**src/design/cbe_pkg.sv**
```systemverilog
package cbe_pkg;

    // Command codes
    localparam logic [2:0] OP_HEAD    = 3'd0;
    localparam logic [2:0] OP_SINT    = 3'd1;
    localparam logic [2:0] OP_RAW     = 3'd2;
    localparam logic [2:0] OP_STRING  = 3'd3;
    localparam logic [2:0] OP_PAYLOAD = 3'd4;
    localparam logic [2:0] OP_REWIND  = 3'd5;

    // Additional-info codes for the long head forms
    localparam logic [4:0] INFO_MAX_DIRECT = 5'd23;
    localparam logic [4:0] INFO_U8         = 5'd24;
    localparam logic [4:0] INFO_U16        = 5'd25;
    localparam logic [4:0] INFO_U32        = 5'd26;

    localparam logic [2:0] MAJOR_UINT    = 3'd0;
    localparam logic [2:0] MAJOR_NINT    = 3'd1;
    localparam logic [2:0] MAJOR_INVALID = 3'd7;

    localparam int MAX_BYTES   = 5;
    localparam int QUEUE_DEPTH = 4;
    localparam int QPTR_BITS   = 2;

    // One command after classification: what the back end has to stream out
    typedef struct packed {
        logic [MAX_BYTES-1:0][7:0] bytes;     // byte k goes out k-th
        logic [2:0]                count;     // 1 to 5 beats
        logic                      writes;    // beats carry a written byte
        logic                      accepted;
        logic [15:0]               base;      // fill level before the command (zero for a rewind)
    } cbe_cmd_t;

endpackage

```
**src/design/cbe_front.sv**
```systemverilog
module cbe_front
    import cbe_pkg::*;
#(
    parameter int POSITION_BITS = 16
)
(
    input  logic              clk,
    input  logic              rst_n,
    input  logic              cfg_write,
    input  logic [15:0]       cfg_data,
    input  logic              push,
    input  logic              queue_full,
    input  logic [2:0]        operation,
    input  logic [2:0]        major_type,
    input  logic [31:0]       argument,
    input  logic signed [31:0] signed_value,
    input  logic [4:0]        head_info,
    input  logic [7:0]        payload_byte,
    output logic              cmd_write,
    output cbe_cmd_t          cmd
);

    localparam int SPACE_BITS = (POSITION_BITS > 16) ? POSITION_BITS : 16;

    logic [15:0]              capacity_reg;
    logic [POSITION_BITS-1:0] position_reg, position_next;
    logic [15:0]              payload_left_reg, payload_left_next;
    logic                     payload_open_reg, payload_open_next;

    logic [SPACE_BITS-1:0] cap_w, pos_w, space;
    logic [33:0]           space_ext;
    logic [31:0]           h_arg;
    logic [2:0]            h_major;
    logic [2:0]            h_size;
    logic [MAX_BYTES-1:0][7:0] h_bytes;
    logic                  fits;
    logic [15:0]           left_dec;

    function automatic logic [2:0] head_size(input logic [31:0] a);
        if (a <= 32'(INFO_MAX_DIRECT)) return 3'd1;
        if (a <= 32'h0000_00FF)        return 3'd2;
        if (a <= 32'h0000_FFFF)        return 3'd3;
        return 3'd5;
    endfunction

    assign cmd_write = push && !queue_full;

    assign cap_w     = SPACE_BITS'(capacity_reg);
    assign pos_w     = SPACE_BITS'(position_reg);
    assign space     = (cap_w > pos_w) ? (cap_w - pos_w) : '0;
    assign space_ext = 34'(space);
    assign left_dec  = payload_left_reg - 16'd1;

    // Pick head major type and argument; a negative integer encodes -1-value
    always_comb
    begin
        if (operation == OP_SINT) begin
            h_arg   = signed_value[31] ? ~signed_value : signed_value;
            h_major = signed_value[31] ? MAJOR_NINT : MAJOR_UINT;
        end else begin
            h_arg   = argument;
            h_major = major_type;
        end
        h_size  = head_size(h_arg);
        h_bytes = '0;
        case (h_size)
            3'd1: h_bytes[0] = {h_major, h_arg[4:0]};
            3'd2:
            begin
                h_bytes[0] = {h_major, INFO_U8};
                h_bytes[1] = h_arg[7:0];
            end
            3'd3:
            begin
                h_bytes[0] = {h_major, INFO_U16};
                h_bytes[1] = h_arg[15:8];
                h_bytes[2] = h_arg[7:0];
            end
            default:
            begin
                h_bytes[0] = {h_major, INFO_U32};
                h_bytes[1] = h_arg[31:24];
                h_bytes[2] = h_arg[23:16];
                h_bytes[3] = h_arg[15:8];
                h_bytes[4] = h_arg[7:0];
            end
        endcase
    end

    // Classify the command and work out the state it leaves
    always_comb
    begin
        cmd               = '0;
        cmd.count         = 3'd1;
        cmd.base          = 16'(position_reg);
        fits              = 1'b0;
        position_next     = position_reg;
        payload_left_next = payload_left_reg;
        payload_open_next = payload_open_reg;

        case (operation)
            OP_HEAD, OP_SINT:
            begin
                payload_open_next = 1'b0;
                payload_left_next = '0;
                fits = ((operation == OP_SINT) || (major_type != MAJOR_INVALID))
                       && (34'(h_size) <= space_ext);
                if (fits) begin
                    cmd.bytes = h_bytes;
                    cmd.count = h_size;
                end
            end
            OP_STRING:
            begin
                payload_open_next = 1'b0;
                payload_left_next = '0;
                fits = (major_type != MAJOR_INVALID)
                       && ((34'(h_size) + 34'(argument)) <= space_ext);
                if (fits) begin
                    cmd.bytes = h_bytes;
                    cmd.count = h_size;
                    if (argument != 32'd0) begin
                        payload_open_next = 1'b1;
                        payload_left_next = argument[15:0];
                    end
                end
            end
            OP_RAW:
            begin
                payload_open_next = 1'b0;
                payload_left_next = '0;
                fits = (space != '0);
                if (fits) begin
                    cmd.bytes[0] = {major_type, head_info};
                end
            end
            OP_PAYLOAD:
            begin
                fits = payload_open_reg && (payload_left_reg != 16'd0) && (space != '0);
                if (fits) begin
                    cmd.bytes[0]      = payload_byte;
                    payload_left_next = left_dec;
                    if (left_dec == 16'd0) begin
                        payload_open_next = 1'b0;
                    end
                end
            end
            OP_REWIND:
            begin
                payload_open_next = 1'b0;
                payload_left_next = '0;
                position_next     = '0;
                cmd.accepted      = 1'b1;
                cmd.base          = '0;
            end
            default:
            begin
                fits = 1'b0;
            end
        endcase

        if (fits) begin
            cmd.writes    = 1'b1;
            cmd.accepted  = 1'b1;
            position_next = position_reg + POSITION_BITS'(cmd.count);
        end
    end

    always_ff @(posedge clk or negedge rst_n)
    begin
        if (!rst_n) begin
            capacity_reg     <= 16'd1024;
            position_reg     <= '0;
            payload_left_reg <= '0;
            payload_open_reg <= 1'b0;
        end else begin
            if (cfg_write) begin
                capacity_reg <= cfg_data;
            end
            if (cmd_write) begin
                position_reg     <= position_next;
                payload_left_reg <= payload_left_next;
                payload_open_reg <= payload_open_next;
            end
        end
    end

endmodule

```
**src/design/cbe_queue.sv**
```systemverilog
module cbe_queue
    import cbe_pkg::*;
(
    input  logic     clk,
    input  logic     rst_n,
    input  logic     wr_en,
    input  cbe_cmd_t wr_cmd,
    input  logic     rd_en,
    output logic     full,
    output logic     empty,
    output cbe_cmd_t rd_cmd
);

    cbe_cmd_t             slot_reg [QUEUE_DEPTH];
    logic [QPTR_BITS-1:0] wr_ptr_reg, rd_ptr_reg;
    logic [QPTR_BITS:0]   count_reg, count_next;

    assign full   = (count_reg == (QPTR_BITS + 1)'(QUEUE_DEPTH));
    assign empty  = (count_reg == '0);
    assign rd_cmd = slot_reg[rd_ptr_reg];

    always_comb
    begin
        count_next = count_reg;
        if (wr_en && !rd_en) begin
            count_next = count_reg + 1'b1;
        end else if (rd_en && !wr_en) begin
            count_next = count_reg - 1'b1;
        end
    end

    always_ff @(posedge clk)
    begin
        if (wr_en) begin
            slot_reg[wr_ptr_reg] <= wr_cmd;
        end
    end

    always_ff @(posedge clk or negedge rst_n)
    begin
        if (!rst_n) begin
            wr_ptr_reg <= '0;
            rd_ptr_reg <= '0;
            count_reg  <= '0;
        end else begin
            if (wr_en) begin
                wr_ptr_reg <= wr_ptr_reg + 1'b1;
            end
            if (rd_en) begin
                rd_ptr_reg <= rd_ptr_reg + 1'b1;
            end
            count_reg <= count_next;
        end
    end

endmodule

```
**src/design/cbe_back.sv**
```systemverilog
module cbe_back
    import cbe_pkg::*;
#(
    parameter int POSITION_BITS = 16
)
(
    input  logic        clk,
    input  logic        rst_n,
    input  logic        queue_empty,
    input  cbe_cmd_t    cmd,
    output logic        queue_pop,
    input  logic        pop,
    output logic        empty,
    output logic [7:0]  out_byte,
    output logic        byte_valid,
    output logic        last,
    output logic        accepted,
    output logic [15:0] fill_level
);

    localparam logic [15:0] FILL_MASK = (POSITION_BITS >= 16) ? 16'hFFFF :
        16'((33'd1 << POSITION_BITS) - 33'd1);

    logic [2:0]  beat_reg;
    logic        out_valid_reg;
    logic [7:0]  byte_reg;
    logic        byte_valid_reg, last_reg, accepted_reg;
    logic [15:0] fill_reg;

    logic        advance, load, final_beat;
    logic [2:0]  beat_inc;
    logic [15:0] fill_calc;

    assign advance    = !out_valid_reg || pop;
    assign load       = advance && !queue_empty;
    assign beat_inc   = beat_reg + 3'd1;
    assign final_beat = (beat_inc == cmd.count);
    assign queue_pop  = load && final_beat;
    assign fill_calc  = cmd.writes ? ((cmd.base + 16'(beat_inc)) & FILL_MASK) : cmd.base;

    assign empty      = !out_valid_reg;
    assign out_byte   = byte_reg;
    assign byte_valid = byte_valid_reg;
    assign last       = last_reg;
    assign accepted   = accepted_reg;
    assign fill_level = fill_reg;

    always_ff @(posedge clk)
    begin
        if (load) begin
            byte_reg       <= cmd.bytes[beat_reg];
            byte_valid_reg <= cmd.writes;
            last_reg       <= final_beat;
            accepted_reg   <= cmd.accepted;
            fill_reg       <= fill_calc;
        end
    end

    always_ff @(posedge clk or negedge rst_n)
    begin
        if (!rst_n) begin
            out_valid_reg <= 1'b0;
            beat_reg      <= '0;
        end else if (advance) begin
            out_valid_reg <= !queue_empty;
            if (load) begin
                beat_reg <= final_beat ? 3'd0 : beat_inc;
            end
        end
    end

endmodule

```
**src/design/cbor_head_encoder_core.sv**
```systemverilog
// Channel   Handshake              Payload
// -------   --------------------   ------------------------------------------------
// input     push / full            operation, major_type, argument, signed_value,
//                                  head_info, payload_byte
// result    empty / pop            out_byte, byte_valid, last, accepted, fill_level
// config    cfg_write (no wait)    cfg_data -> capacity
//
// The front end classifies a command in the cycle it is pushed: fit check against
// the space left, head bytes, position and payload bookkeeping. It takes one
// command per cycle while the four-entry command queue has room.
// The back end streams one result beat per cycle, while its output register is
// empty or being popped, from the queue head; a command has 1 to 5 beats.
// Reset clears position, payload state and the queue, and sets capacity to 1024.
// A withheld pop stalls only the back end; the front keeps taking commands until the
// queue fills.
module cbor_head_encoder_core
    import cbe_pkg::*;
#(
    parameter int POSITION_BITS = 16
)
(
    input  logic              clk,
    input  logic              rst_n,
    input  logic              cfg_write,
    input  logic [15:0]       cfg_data,
    input  logic              push,
    output logic              full,
    input  logic [2:0]        operation,
    input  logic [2:0]        major_type,
    input  logic [31:0]       argument,
    input  logic signed [31:0] signed_value,
    input  logic [4:0]        head_info,
    input  logic [7:0]        payload_byte,
    output logic              empty,
    input  logic              pop,
    output logic [7:0]        out_byte,
    output logic              byte_valid,
    output logic              last,
    output logic              accepted,
    output logic [15:0]       fill_level
);

    logic     cmd_write;
    cbe_cmd_t cmd_in;
    cbe_cmd_t cmd_head;
    logic     queue_full;
    logic     queue_empty;
    logic     queue_pop;

    // Hold off the producer only when the command queue is full
    assign full = queue_full;

    cbe_front #(
        .POSITION_BITS (POSITION_BITS)
    ) u_front (
        .clk          (clk),
        .rst_n        (rst_n),
        .cfg_write    (cfg_write),
        .cfg_data     (cfg_data),
        .push         (push),
        .queue_full   (queue_full),
        .operation    (operation),
        .major_type   (major_type),
        .argument     (argument),
        .signed_value (signed_value),
        .head_info    (head_info),
        .payload_byte (payload_byte),
        .cmd_write    (cmd_write),
        .cmd          (cmd_in)
    );

    // Decouple classification from byte streaming
    cbe_queue u_queue (
        .clk    (clk),
        .rst_n  (rst_n),
        .wr_en  (cmd_write),
        .wr_cmd (cmd_in),
        .rd_en  (queue_pop),
        .full   (queue_full),
        .empty  (queue_empty),
        .rd_cmd (cmd_head)
    );

    // Advance one beat per cycle while the output is free or popped; drop the queue entry after its last beat
    cbe_back #(
        .POSITION_BITS (POSITION_BITS)
    ) u_back (
        .clk         (clk),
        .rst_n       (rst_n),
        .queue_empty (queue_empty),
        .cmd         (cmd_head),
        .queue_pop   (queue_pop),
        .pop         (pop),
        .empty       (empty),
        .out_byte    (out_byte),
        .byte_valid  (byte_valid),
        .last        (last),
        .accepted    (accepted),
        .fill_level  (fill_level)
    );

endmodule
```
**config.mk**
```make
export PLATFORM = sky130hd
export DESIGN_NAME = cbor_head_encoder_core
export DESIGN_NICKNAME = d
export VERILOG_FILES = /design/src/design/cbe_pkg.sv /design/src/design/cbe_front.sv /design/src/design/cbe_queue.sv /design/src/design/cbe_back.sv /design/src/design/cbor_head_encoder_core.sv
export SDC_FILE = /design/constraint.sdc
export NUM_CORES = 1
export LEC_CHECK = 0
export BUFFER_PORTS_ARGS = -buffer_cell sky130_fd_sc_hd__clkbuf_2
export CORE_MARGIN = 2
export CORE_UTILIZATION = 30
export CTS_BUF_LIST = sky130_fd_sc_hd__clkbuf_8
export CTS_CLUSTER_DIAMETER = 50
export DETAILED_ROUTE_END_ITERATION = 7
export PLACE_DENSITY = 0.45
export SLEW_MARGIN = 0
export SYNTH_ARGS = -nofsm -noshare
export SYNTH_HDL_FRONTEND = slang
export SYNTH_SLANG_ARGS = --single-unit
```
**constraint.sdc**
```tcl
create_clock -name clk -period 17.2 [get_ports clk]
set_input_delay 1.72 -clock clk [delete_from_list [all_inputs] [get_ports clk]]
set_output_delay 1.72 -clock clk [all_outputs]
set_load 0.03 [all_outputs]
```
# Yosys cells after proc, flatten, opt, wreduce, memory -nomap -nowiden
# Memory sizes are Yosys's and may differ from the RTL's.
# Cells that the tools add are included.
# word_totals
output_inout_bits	29
mem_bits_rw	244
latch_bits	0
memories	1
romBits	0
regBits	87
# mem_list
memory	depth	word_bits	rd	rd_clocked_by_memory_dff	wr	line	text
u_queue.slot_reg	4	61	1	0	1	cbe_queue.sv:14	cbe_cmd_t slot_reg [QUEUE_DEPTH];
# classes
mux	50
magnitude_cmp	7
n_addsub	10
shifts	0
mul	0
reduce_logical	33
div	0
eq_ne	13
bitwise_logic	1
# ops
operator	n
2-to-1 mux 16 bit	8
2-to-1 mux 43 bit	2
2-to-1 mux 32 bit	2
case mux 32 bit (2 select lines)	1
case mux 16 bit (3 select lines)	1
<= comparator 34 x 16 -> 1 bit	1
adder 3 x 32 -> 33 bit	1
adder 16 x 3 -> 16 bit	2
<= comparator 32 x 16 -> 1 bit, second input constant	1
<= comparator 32 x 5 -> 1 bit, second input constant	1
<= comparator 32 x 8 -> 1 bit, second input constant	1
inverter 32 bit	1
case mux 8 bit (4 select lines)	1
nonzero test 16 bit	2
nonzero test 32 bit	1
2-to-1 mux 3 bit	10
binary-select mux 8 bit (select 3 bit)	1
2-to-1 mux 8 bit	3
case mux 8 bit (3 select lines)	1
2-to-1 mux 17 bit	1
greater-than comparator 16 bit	1
<= comparator 3 x 16 -> 1 bit	1
logical NOT 16 bit	1
case mux 8 bit (2 select lines)	1
30 further kinds	68

# Longest topological paths before layout
# Gate-level depths: netlist of the first run.
# depth
ltp_word	18
ltp_mapped	38
mapped_depth_nobuf	33

# By module
# A second synthesis of the first run with hierarchy kept.
# hier_totals
hier_cells	1425
area_unflattened_um2	17730.8
# modules_own_cells
module	cells_per_inst	area_per_inst_um2	seq_area_each_um2	n_inst
cbe_queue	353	9268.9	7502.2	1
cbe_front	922	6666.4	1227.4	1
cbe_back	150	1795.5	910.9	1

# Least setup slack after synthesis of the first run
# Ideal clock, no wire load.
# synth_timing
kind	in2reg
start	input signed_value[31]
end	register u_front.position_reg[15] (netlist: u_front.pos_w[15])
cell_stages	34
slack_ns	8.304
t_required_ns	17.079
n_path_buf	3
setup_ns	0.121
t_arrival_ns	8.775
path_cell_list	clkbuf_1 > clkbuf_1 > xnor2_1 > nand2_1 > o21ai_0 > nand4_1 > or2_2 > or2_2 > nor2_1 > nor2_1 > ha_1 > a211oi_1 > nor3_1 > and3_1 > xor2_1 > ha_1 > a21oi_1 > o21ai_0 > a311o_1 > a211oi_1 > o2111ai_1 > and4bb_2 > a21oi_4 > buf_2 > nor3_1 > ha_1 > a21o_1 > a21oi_1 > nor4_1 > and3_1 > nand3_1 > nor3_1 > a21o_1 > a22o_1
# synth_rtl
item	line	text
start, declared	cbor_head_encoder_core.sv:31	input logic signed [31:0] signed_value,
end signal, assigned	cbe_front.sv:181	position_reg <= position_next;
end, declared	cbe_front.sv:26	logic [POSITION_BITS-1:0] position_reg, position_next;

==> key figures, run 1 <==
Route
  • Count of antenna-violating nets left after detailed routing: 0
  • Sum of routed wire length over all layers: 49.1 mm
  • Average wire per cell in the routed design: 21.2 µm
  • Via count of the routed design: 11,815
  • Initial DRT Pass Iterations: 5
  • Final routed DRC violation total: 0
  • Violation count after the first detailed-routing iteration: 847
  • Detail-routed via count per cell: 5.11

Pwr
  • Leakage power: 7.38 nW
  • Worst VDD drop: 0.0000677 V
  • Overall power of the completed layout: 3.14 mW
  • Power density cells: 157 mW/mm²

Setup path
  • Critical path capture point type: register
  • Kind of start point of the critical path: input port
  • End point of the critical path: u_front.pos_w[15]
  • Endpoint arrival time on the critical path: 10.58 ns
  • Register-to-register path setup slack: 10.02 ns
  • Critical Path Slowest Stage Cell: nor3_1
  • Crit path max fanout: 36
  • Startpoint of the lowest-slack register-to-register path: u_front.pos_w[7]
  • Critical register-to-register path endpoint: u_front.pos_w[15]
  • Critical path origin: signed_value[31]
  • CP Data Required Time: 17.73 ns
  • Path type of the worst setup path: in -> reg
  • Max stage delay on crit path: 0.74 ns
  • Kind of cell adding the most delay to the critical path: simple AND/OR/NAND/NOR gates
  • Number of cells traversed by the worst register-to-register path: 27
  • Instance count on the critical path: 31
  • Buffers and inverters on the worst path: 1

GRT
  • Initial antenna violation count: 1
  • Global-route wire length before repair: 74.9 mm
  • Congestion Overflow GR: 0
  • Pin count of the biggest net entering global routing: 62
  • Tot GR Track Use: 16.4%
  • Vias in the first global route: 12,221

Synth
  • Area share of the largest cell type after synthesis: 47.0%
  • Number of standard cells after synthesis: 1,361
  • Basic-gate share of the synthesized area counting and, or, nand and nor cells: 11.7%
  • Largest cells by area after synthesis: edfxtp_1 47%, mux4_2 8.8%, dfrtp_1 8.5%
  • Share of synthesized area occupied by flip-flops and latches: 55.6%
  • Share of synthesized flip-flops with an asynchronous set or reset: 18.1%
  • Number of flops mapped to enable cells by yosys: 271
  • Synthesized flop and latch total: 331
  • Cell type with the largest total area after synthesis: edfxtp_1
  • Arithmetic-cell share of the synthesized area counting full adders, half adders and majority gates: 4.33%
  • Dominant combinational cell family by area after synthesis: simple AND/OR/NAND/NOR gates
  • Share of the synthesized area in compound gates (AO/OA/AOI/OAI): 10.6%
  • Netlist area before placement: 0.0173 mm²
  • Most used flip-flop cell after synthesis: edfxtp_1
  • Net count after synthesis: 1,522
  • Multiplexer area fraction after synthesis: 10.4%
  • Distinct cell type count after synthesis: 80
  • Mean cell area of the mapped netlist: 12.7 µm²
  • Post-synthesis xor/xnor area fraction: 4.35%
  • Warning count from the yosys run: 0

Placement
  • Gpl congestion: 0.897
  • HPWL Detailed: 34.4 mm
  • Standard cell area after detailed placement: 0.0188 mm²
  • I/O Buffers: 132
  • Worst slack at placement: 6.55 ns
  • Placed instance count: 2,203

Die
  • Initial Util: 30.2%
  • Die span in y: 244 µm
  • Total I/O pin count: 133
  • Width of the chip: 244 µm
  • Standard cell core area: 0.0574 mm²
  • Placement row count: 88
  • Total die area: 0.0597 mm²

Clock network
  • Clock transition at the register clock pins on the worst setup and hold paths after CTS: 0.06 ns
  • Cts-stage hold buffer count: 0
  • Root cell of the clock tree: clkbuf_8
  • Clk sinks: 331
  • Post-CTS Setup Bufs: 0
  • Clock tree from TritonCTS: yes
  • Worst-skew pair later-pin latency: 0.65 ns
  • Number of buffers on the longest clock path: 3
  • Post-CTS Resized: 0
  • TritonCTS Buffers: 59
  • Maximum level of the CTS H-tree: 2

STA
  • Worst Max-Slew Pin Slew: 1.18 ns
  • Post-Route Setup TNS: 0 ns
  • Worst Slack Setup Final: 7.15 ns
  • Setup repair after global routing missed its margin: no
  • Max-slew headroom: 20.7%
  • Post-Route Skew: 0.0186 ns
  • Tcrit/Tclk final: 58.4%
  • Peak Freq: 99.5 MHz
  • Finish-stage setup viols: 0
  • Max-slew violation count: 0
  • Number of endpoints with negative hold slack in the final report: 0
  • Shortest period the worst path allows: 10.05 ns

Min path
  • Type of the tightest min-delay check: reg -> reg
  • HP Start: u_queue.count_reg[2]
  • Hold depth: 1

Final layout
  • Number of filler cells placed in the layout: 5,645
  • Post-layout net count: 1,660
  • Ratio of cells with drive above 1 in the final layout: 21.8%
  • Commonest cells after routing, fill and taps aside: 271 x edfxtp_1, 131 x clkbuf_2, 94 x nand2_1
  • Max reg flops: 244
  • Most common cell after layout, fill and taps aside: edfxtp_1
  • Final standard cell count with taps included and fillers excluded: 2,313
  • Finished Cell Area: 0.0200 mm²
  • Layout area overhead: 15.4%

Flow run
  • Max-cap viol count: 0

Run status
  • Result of the run: completed
[area by class of cell]
class	count	area (µm²)	area share (%)
clock inverters	48	379	1.90
repair buffers	144	751	3.76
well taps	765	957	4.79
flip-flops and latches	331	9650	48.3
diodes	2	5.00	0.0250
inverters	60	225	1.13
multi-input cells	903	7200	36.0
clock buffers	60	826	4.13
[through the flow]
| step | util (%) | hold WS [ns] |
|---|---|---|
| floorplan | - | 0.456 |
| global placement | 32.7 | 0.488 |
| detailed placement | 32.7 | 0.499 |
| CTS | 34.8 | 0.517 |
| global route | 34.8 | 0.539 |
| finish | 34.8 | 0.504 |
[synth_stat cells (10+ instances only)]
cell and number:
mux2_2 20, buf_2 13, and3_1 25, o21ai_0 78
o2bb2ai_1 10, nand4_1 21, xor2_1 26, mux4_2 68
xnor2_1 60, edfxtp_1 271, a22o_1 16, inv_1 57
nor2b_1 18, nor2_1 78, nand3_1 44, a21o_1 21
nand2_1 94, nor3_1 29, ha_1 52, nor4_1 16
a21oi_1 59, dfrtp_1 59, clkbuf_1 42
[metal layers]
| metal | wire (µm) | up-vias | GRT usage, % | share of wire (%) |
|---|---|---|---|---|
| li1 | - | 5522 | - | - |
| met1 | 22400 | 5989 | 21.8 | 46 |
| met5 | 0 | - | 0 | 0 |
| met2 | 23500 | 242 | 27.3 | 48 |
| met3 | 2080 | 62 | 3.16 | 4.2 |
| met4 | 1030 | 0 | 4.84 | 2.1 |
[kinds of logic after synthesis]
group / Yosys count
simple gates: 391
flops: 331
compound gates: 276
buf+inv: 127
mux: 93
xor+xnor: 86
fa+ha+maj: 57
[report_power, final]
part	switching, mW	internal, mW
sequential	0.0946	1.13
combinational	0.702	0.470
clock	0.333	0.416
[how the worst min path moves through the flow]
stage / to / slack, ns
after floorplan: u_queue.count_reg[2] / 0.46
after global placement: u_front.payload_open_reg / 0.49
after detailed placement: u_front.payload_open_reg / 0.50
after CTS: u_front.pos_w[6] / 0.52
after global routing: u_front.cap_w[15] / 0.54
final: u_queue.count_reg[2] / 0.50
No activity file was read; power rests on OpenSTA's default activity.
==> run 2: changes to the inputs <==
ABC_AREA = 1   (was default)
PLACE_DENSITY = 0.44   (was 0.45)
clock period = 9.3 ns   (was 17.2 ns; I/O delays follow)
==> run 2 against run 1 <==
Against the previous run:
- the run now ends with antenna violations left
- sequential share of layout area shrank 3.1 points
- hold slack got worse by 0.029 ns
- register-to-register slack lost 6.8 ns
- synthesized cell count grew 51%
- largest power group unchanged
- area after synthesis increased by 7.2%
- core utilization shrank 0.13 points
- global-route usage is 1.5 points higher
- wire length rose by 16%
- critical path depth increased by 13
- critical endpoint is now u_front.pos_w[14]
- clock-buffer cell count grew 9
- via count increased by 23%
==> key figures, run 2 <==
Synth
  • Area share of the largest cell type after synthesis: 43.8% (-3.1 points)
  • Share of synthesized area occupied by flip-flops and latches: 51.9% (-3.7 points)
  • Largest cells by area after synthesis: edfxtp_1 44%, nand2_1 8.7%, dfrtp_1 8.0%
  • Netlist area before placement: 0.0186 mm² (+7.2%)
  • Cell type with the largest total area after synthesis: edfxtp_1
  • Most used flip-flop cell after synthesis: edfxtp_1
  • Net count after synthesis: 2,212 (+45%)
  • Mean cell area of the mapped netlist: 9.05 µm² (-29%)
  • Number of standard cells after synthesis: 2,051 (+51%)
  • Distinct cell type count after synthesis: 60 (-25%)
  • Number of flops mapped to enable cells by yosys: 271 (unchanged)
  • Share of synthesized flip-flops with an asynchronous set or reset: 18.1% (unchanged)
  • Warning count from the yosys run: 0 (unchanged)
  • Most frequently used cell type in the post-synthesis netlist: nand2_1
  • Synthesized flop and latch total: 331 (unchanged)
  • List of most frequent post-synthesis cells: 431 x nand2_1, 294 x nor2_1, 271 x edfxtp_1, 198 x inv_1, 168 x o21ai_0

Setup path
  • Max stage delay on crit path: 0.53 ns (-0.21 ns)
  • Startpoint of the lowest-slack register-to-register path: u_front.pos_w[8]
  • Critical path origin: operation[1]
  • CP Data Required Time: 9.80 ns (-7.93 ns)
  • Critical Path Slowest Stage Cell: nor4_1
  • Number of cells traversed by the worst register-to-register path: 32 (+19%)
  • Kind of start point of the critical path: input port
  • Endpoint arrival time on the critical path: 8.41 ns (-2.17 ns)
  • Critical register-to-register path endpoint: u_front.pos_w[14]
  • Critical path capture point type: register
  • End point of the critical path: u_front.pos_w[14]
  • Crit path max fanout: 42 (+17%)
  • Most prevalent standard cell on the critical path: nand2_1
  • Register-to-register path setup slack: 3.25 ns (-6.77 ns)
  • Path type of the worst setup path: in -> reg

Clock network
  • Cts-stage hold buffer count: 0 (unchanged)
  • Post-CTS Resized: 0 (unchanged)
  • Worst-skew pair later-pin latency: 0.64 ns (about the same)
  • Clock transition at the register clock pins on the worst setup and hold paths after CTS: 0.06 ns (about the same)
  • Number of buffers on the longest clock path: 3 (unchanged)
  • Clock tree from TritonCTS: yes
  • Root cell of the clock tree: clkbuf_8
  • Maximum level of the CTS H-tree: 3 (+1)
  • Post-CTS Setup Bufs: 0 (unchanged)
  • Clk sinks: 331 (unchanged)
  • TritonCTS Buffers: 66 (+12%)

GRT
  • Initial antenna violation count: 1 (unchanged)
  • Tot GR Track Use: 18.0% (+1.5 points)
  • Congestion Overflow GR: 0 (unchanged)
  • Global-route wire length before repair: 87.1 mm (+16%)
  • Vias in the first global route: 14,783 (+21%)
  • Pin count of the biggest net entering global routing: 82 (+32%)

Route
  • Initial DRT Pass Iterations: 5 (unchanged)
  • Via count of the routed design: 14,579 (+23%)
  • Final routed DRC violation total: 0 (unchanged)
  • Sum of routed wire length over all layers: 57.1 mm (+16%)
  • Violation count after the first detailed-routing iteration: 954 (+13%)
  • Detail-routed via count per cell: 4.79 (-6.1%)
  • Count of antenna-violating nets left after detailed routing: 1 (+1)
  • Average wire per cell in the routed design: 18.8 µm (-11%)

Final layout
  • Area occupied by registers: 0.00964 mm² (about the same)
  • Post-layout net count: 2,352 (+42%)
  • Multi-input combinational cell area: 0.00780 mm² (+8.5%)
  • Ratio of cells with drive above 1 in the final layout: 14.4% (-7.4 points)
  • Max reg flops: 244 (unchanged)
  • Number of filler cells placed in the layout: 6,437 (+14%)
  • Commonest cells after routing, fill and taps aside: 431 x nand2_1, 289 x nor2_1, 271 x edfxtp_1
  • Most common cell after layout, fill and taps aside: nand2_1
  • Final cell utilization of the core: 34.7% (-0.13 points)
  • Finished Cell Area: 0.0213 mm² (+6.8%)
  • Layout area overhead: 14.9%

Placement
  • Worst slack at placement: 0.857 ns (-5.69 ns)
  • HPWL Detailed: 40.1 mm (+17%)
  • Standard cell area after detailed placement: 0.0200 mm² (+6.5%)
  • I/O Buffers: 132 (unchanged)
  • Gpl congestion: 0.895 (-0.19%)

Die
  • Initial Util: 30.2% (about the same)
  • Placement row count: 91 (+3.4%)
  • Standard cell core area: 0.0615 mm² (+7.2%)
  • Width of the chip: 253 µm (+3.5%)
  • Die span in y: 253 µm (+3.5%)
  • Total I/O pin count: 133 (unchanged)
  • Total die area: 0.0639 mm² (+7.1%)

STA
  • Max-slew violation count: 0 (unchanged)
  • Max-slew headroom: 28.5% (+7.8 points)
  • Post-Route Hold Slack: 0.476 ns (-0.0289 ns)
  • Finish-stage setup viols: 0 (unchanged)
  • Worst Max-Slew Pin Slew: 1.07 ns (-0.108 ns)
  • Post-Route Setup TNS: 0 ns (unchanged)
  • Number of endpoints with negative hold slack in the final report: 0 (unchanged)
  • Peak Freq: 127 MHz
  • Setup repair after global routing missed its margin: no
  • Worst Slack Setup Final: 1.40 ns (-5.75 ns)
  • Post-Route Skew: 0.0341 ns (+0.0155 ns)
  • Shortest period the worst path allows: 7.90 ns
  • Tcrit/Tclk final: 85.0%

Pwr
  • Share of total power consumed by net switching: 40.4% (+4.4 points)
  • Gate power share: 36.9% (-0.4 points)
  • Power density cells: 272 mW/mm² (+73%)
  • Leakage power: 8.81 nW (+19%)
  • Worst VDD drop: 0.000131 V (+93%)
  • Proportion of power drawn by the clock network: 25.6% (+1.8 points)
  • Internal power: 3.46 mW (+72%)
  • Switching component of the power: 2.34 mW (+110%)
  • Part of the power in registers: 37.5% (-1.4 points)

Flow run
  • Max-cap viol count: 0 (unchanged)

Min path
  • Type of the tightest min-delay check: reg -> reg

Run status
  • Violations in the final reports: antenna violations
  • Result of the run: finished with violations
[run 2: area by class of cell]
| type | count | area share [%] |
|---|---|---|
| clock inverters | 52 | 1.73 |
| clock buffers | 69 | 4.45 |
| multi-input cells | 1436 | 36.6 |
| diodes | 7 | 0.0821 |
| flip-flops and latches | 331 | 45.2 |
| inverters | 209 | 3.71 |
| well taps | 790 | 4.63 |
| repair buffers | 147 | 3.62 |
[run 2: worst max-delay path: cells and delay by family]
family                   cells  cell delay [ns]
AND/OR/NAND/NOR             26             4.18
AO/OA/AOI/OAI                4             0.49
buffers and inverters        8             1.27
XOR/XNOR                     2             0.37
adder cells (fa/ha/maj)      4             1.15
[run 2: power groups by stage]
stage | logic (mW) | registers [mW] | clock network (mW)
final | 2.14 | 2.17 | 1.48
after global routing | 2.43 | 2.21 | 1.60
after CTS | 2.19 | 2.18 | 1.54
after detailed placement | 2.19 | 2.21 | 0
after global placement | 2.18 | 2.20 | 0
after floorplan | 1.39 | 2.28 | 0
[run 2: kinds of logic after synthesis]
logic type,Yosys count,share of synthesized area (%)
xor+xnor,100,4.72
fa+ha+maj,57,4.04
simple gates,928,21.7
mux,15,0.910
compound gates,336,10.3
flops,331,51.9
buf+inv,284,6.32
[run 2: how the worst min path moves through the flow]
stage,startpoint,to,slack (ns),cells after the start
2_1_floorplan,u_front.pos_w[13],u_front.pos_w[13],0.44,2
3_3_place_gp,u_front.pos_w[6],u_front.pos_w[6],0.45,2
3_5_place_dp,u_front.pos_w[5],u_front.pos_w[5],0.46,2
4_1_cts,pop,u_back.out_valid_reg,0.45,2
5_1_grt,pop,u_back.out_valid_reg,0.49,2
6_report,u_front.pos_w[5],u_front.pos_w[5],0.48,2
[run 2: metrics by stage]
stage,total power [mW],instances
3_5_place_dp,4.40,2913
4_1_cts,5.91,3034
5_1_grt,6.25,3035
2_1_floorplan,3.67,2051
3_3_place_gp,4.38,2913
6_report,5.80,3041
[run 2: metal layers]
layer / global-route usage (%) / part of all wire (%) / wire [µm]
met1: 22.8 / 44 / 25300
met2: 30.6 / 48 / 27700
met3: 3.09 / 4.5 / 2590
met4: 6.71 / 2.8 / 1600
met5: 0 / 0 / 0
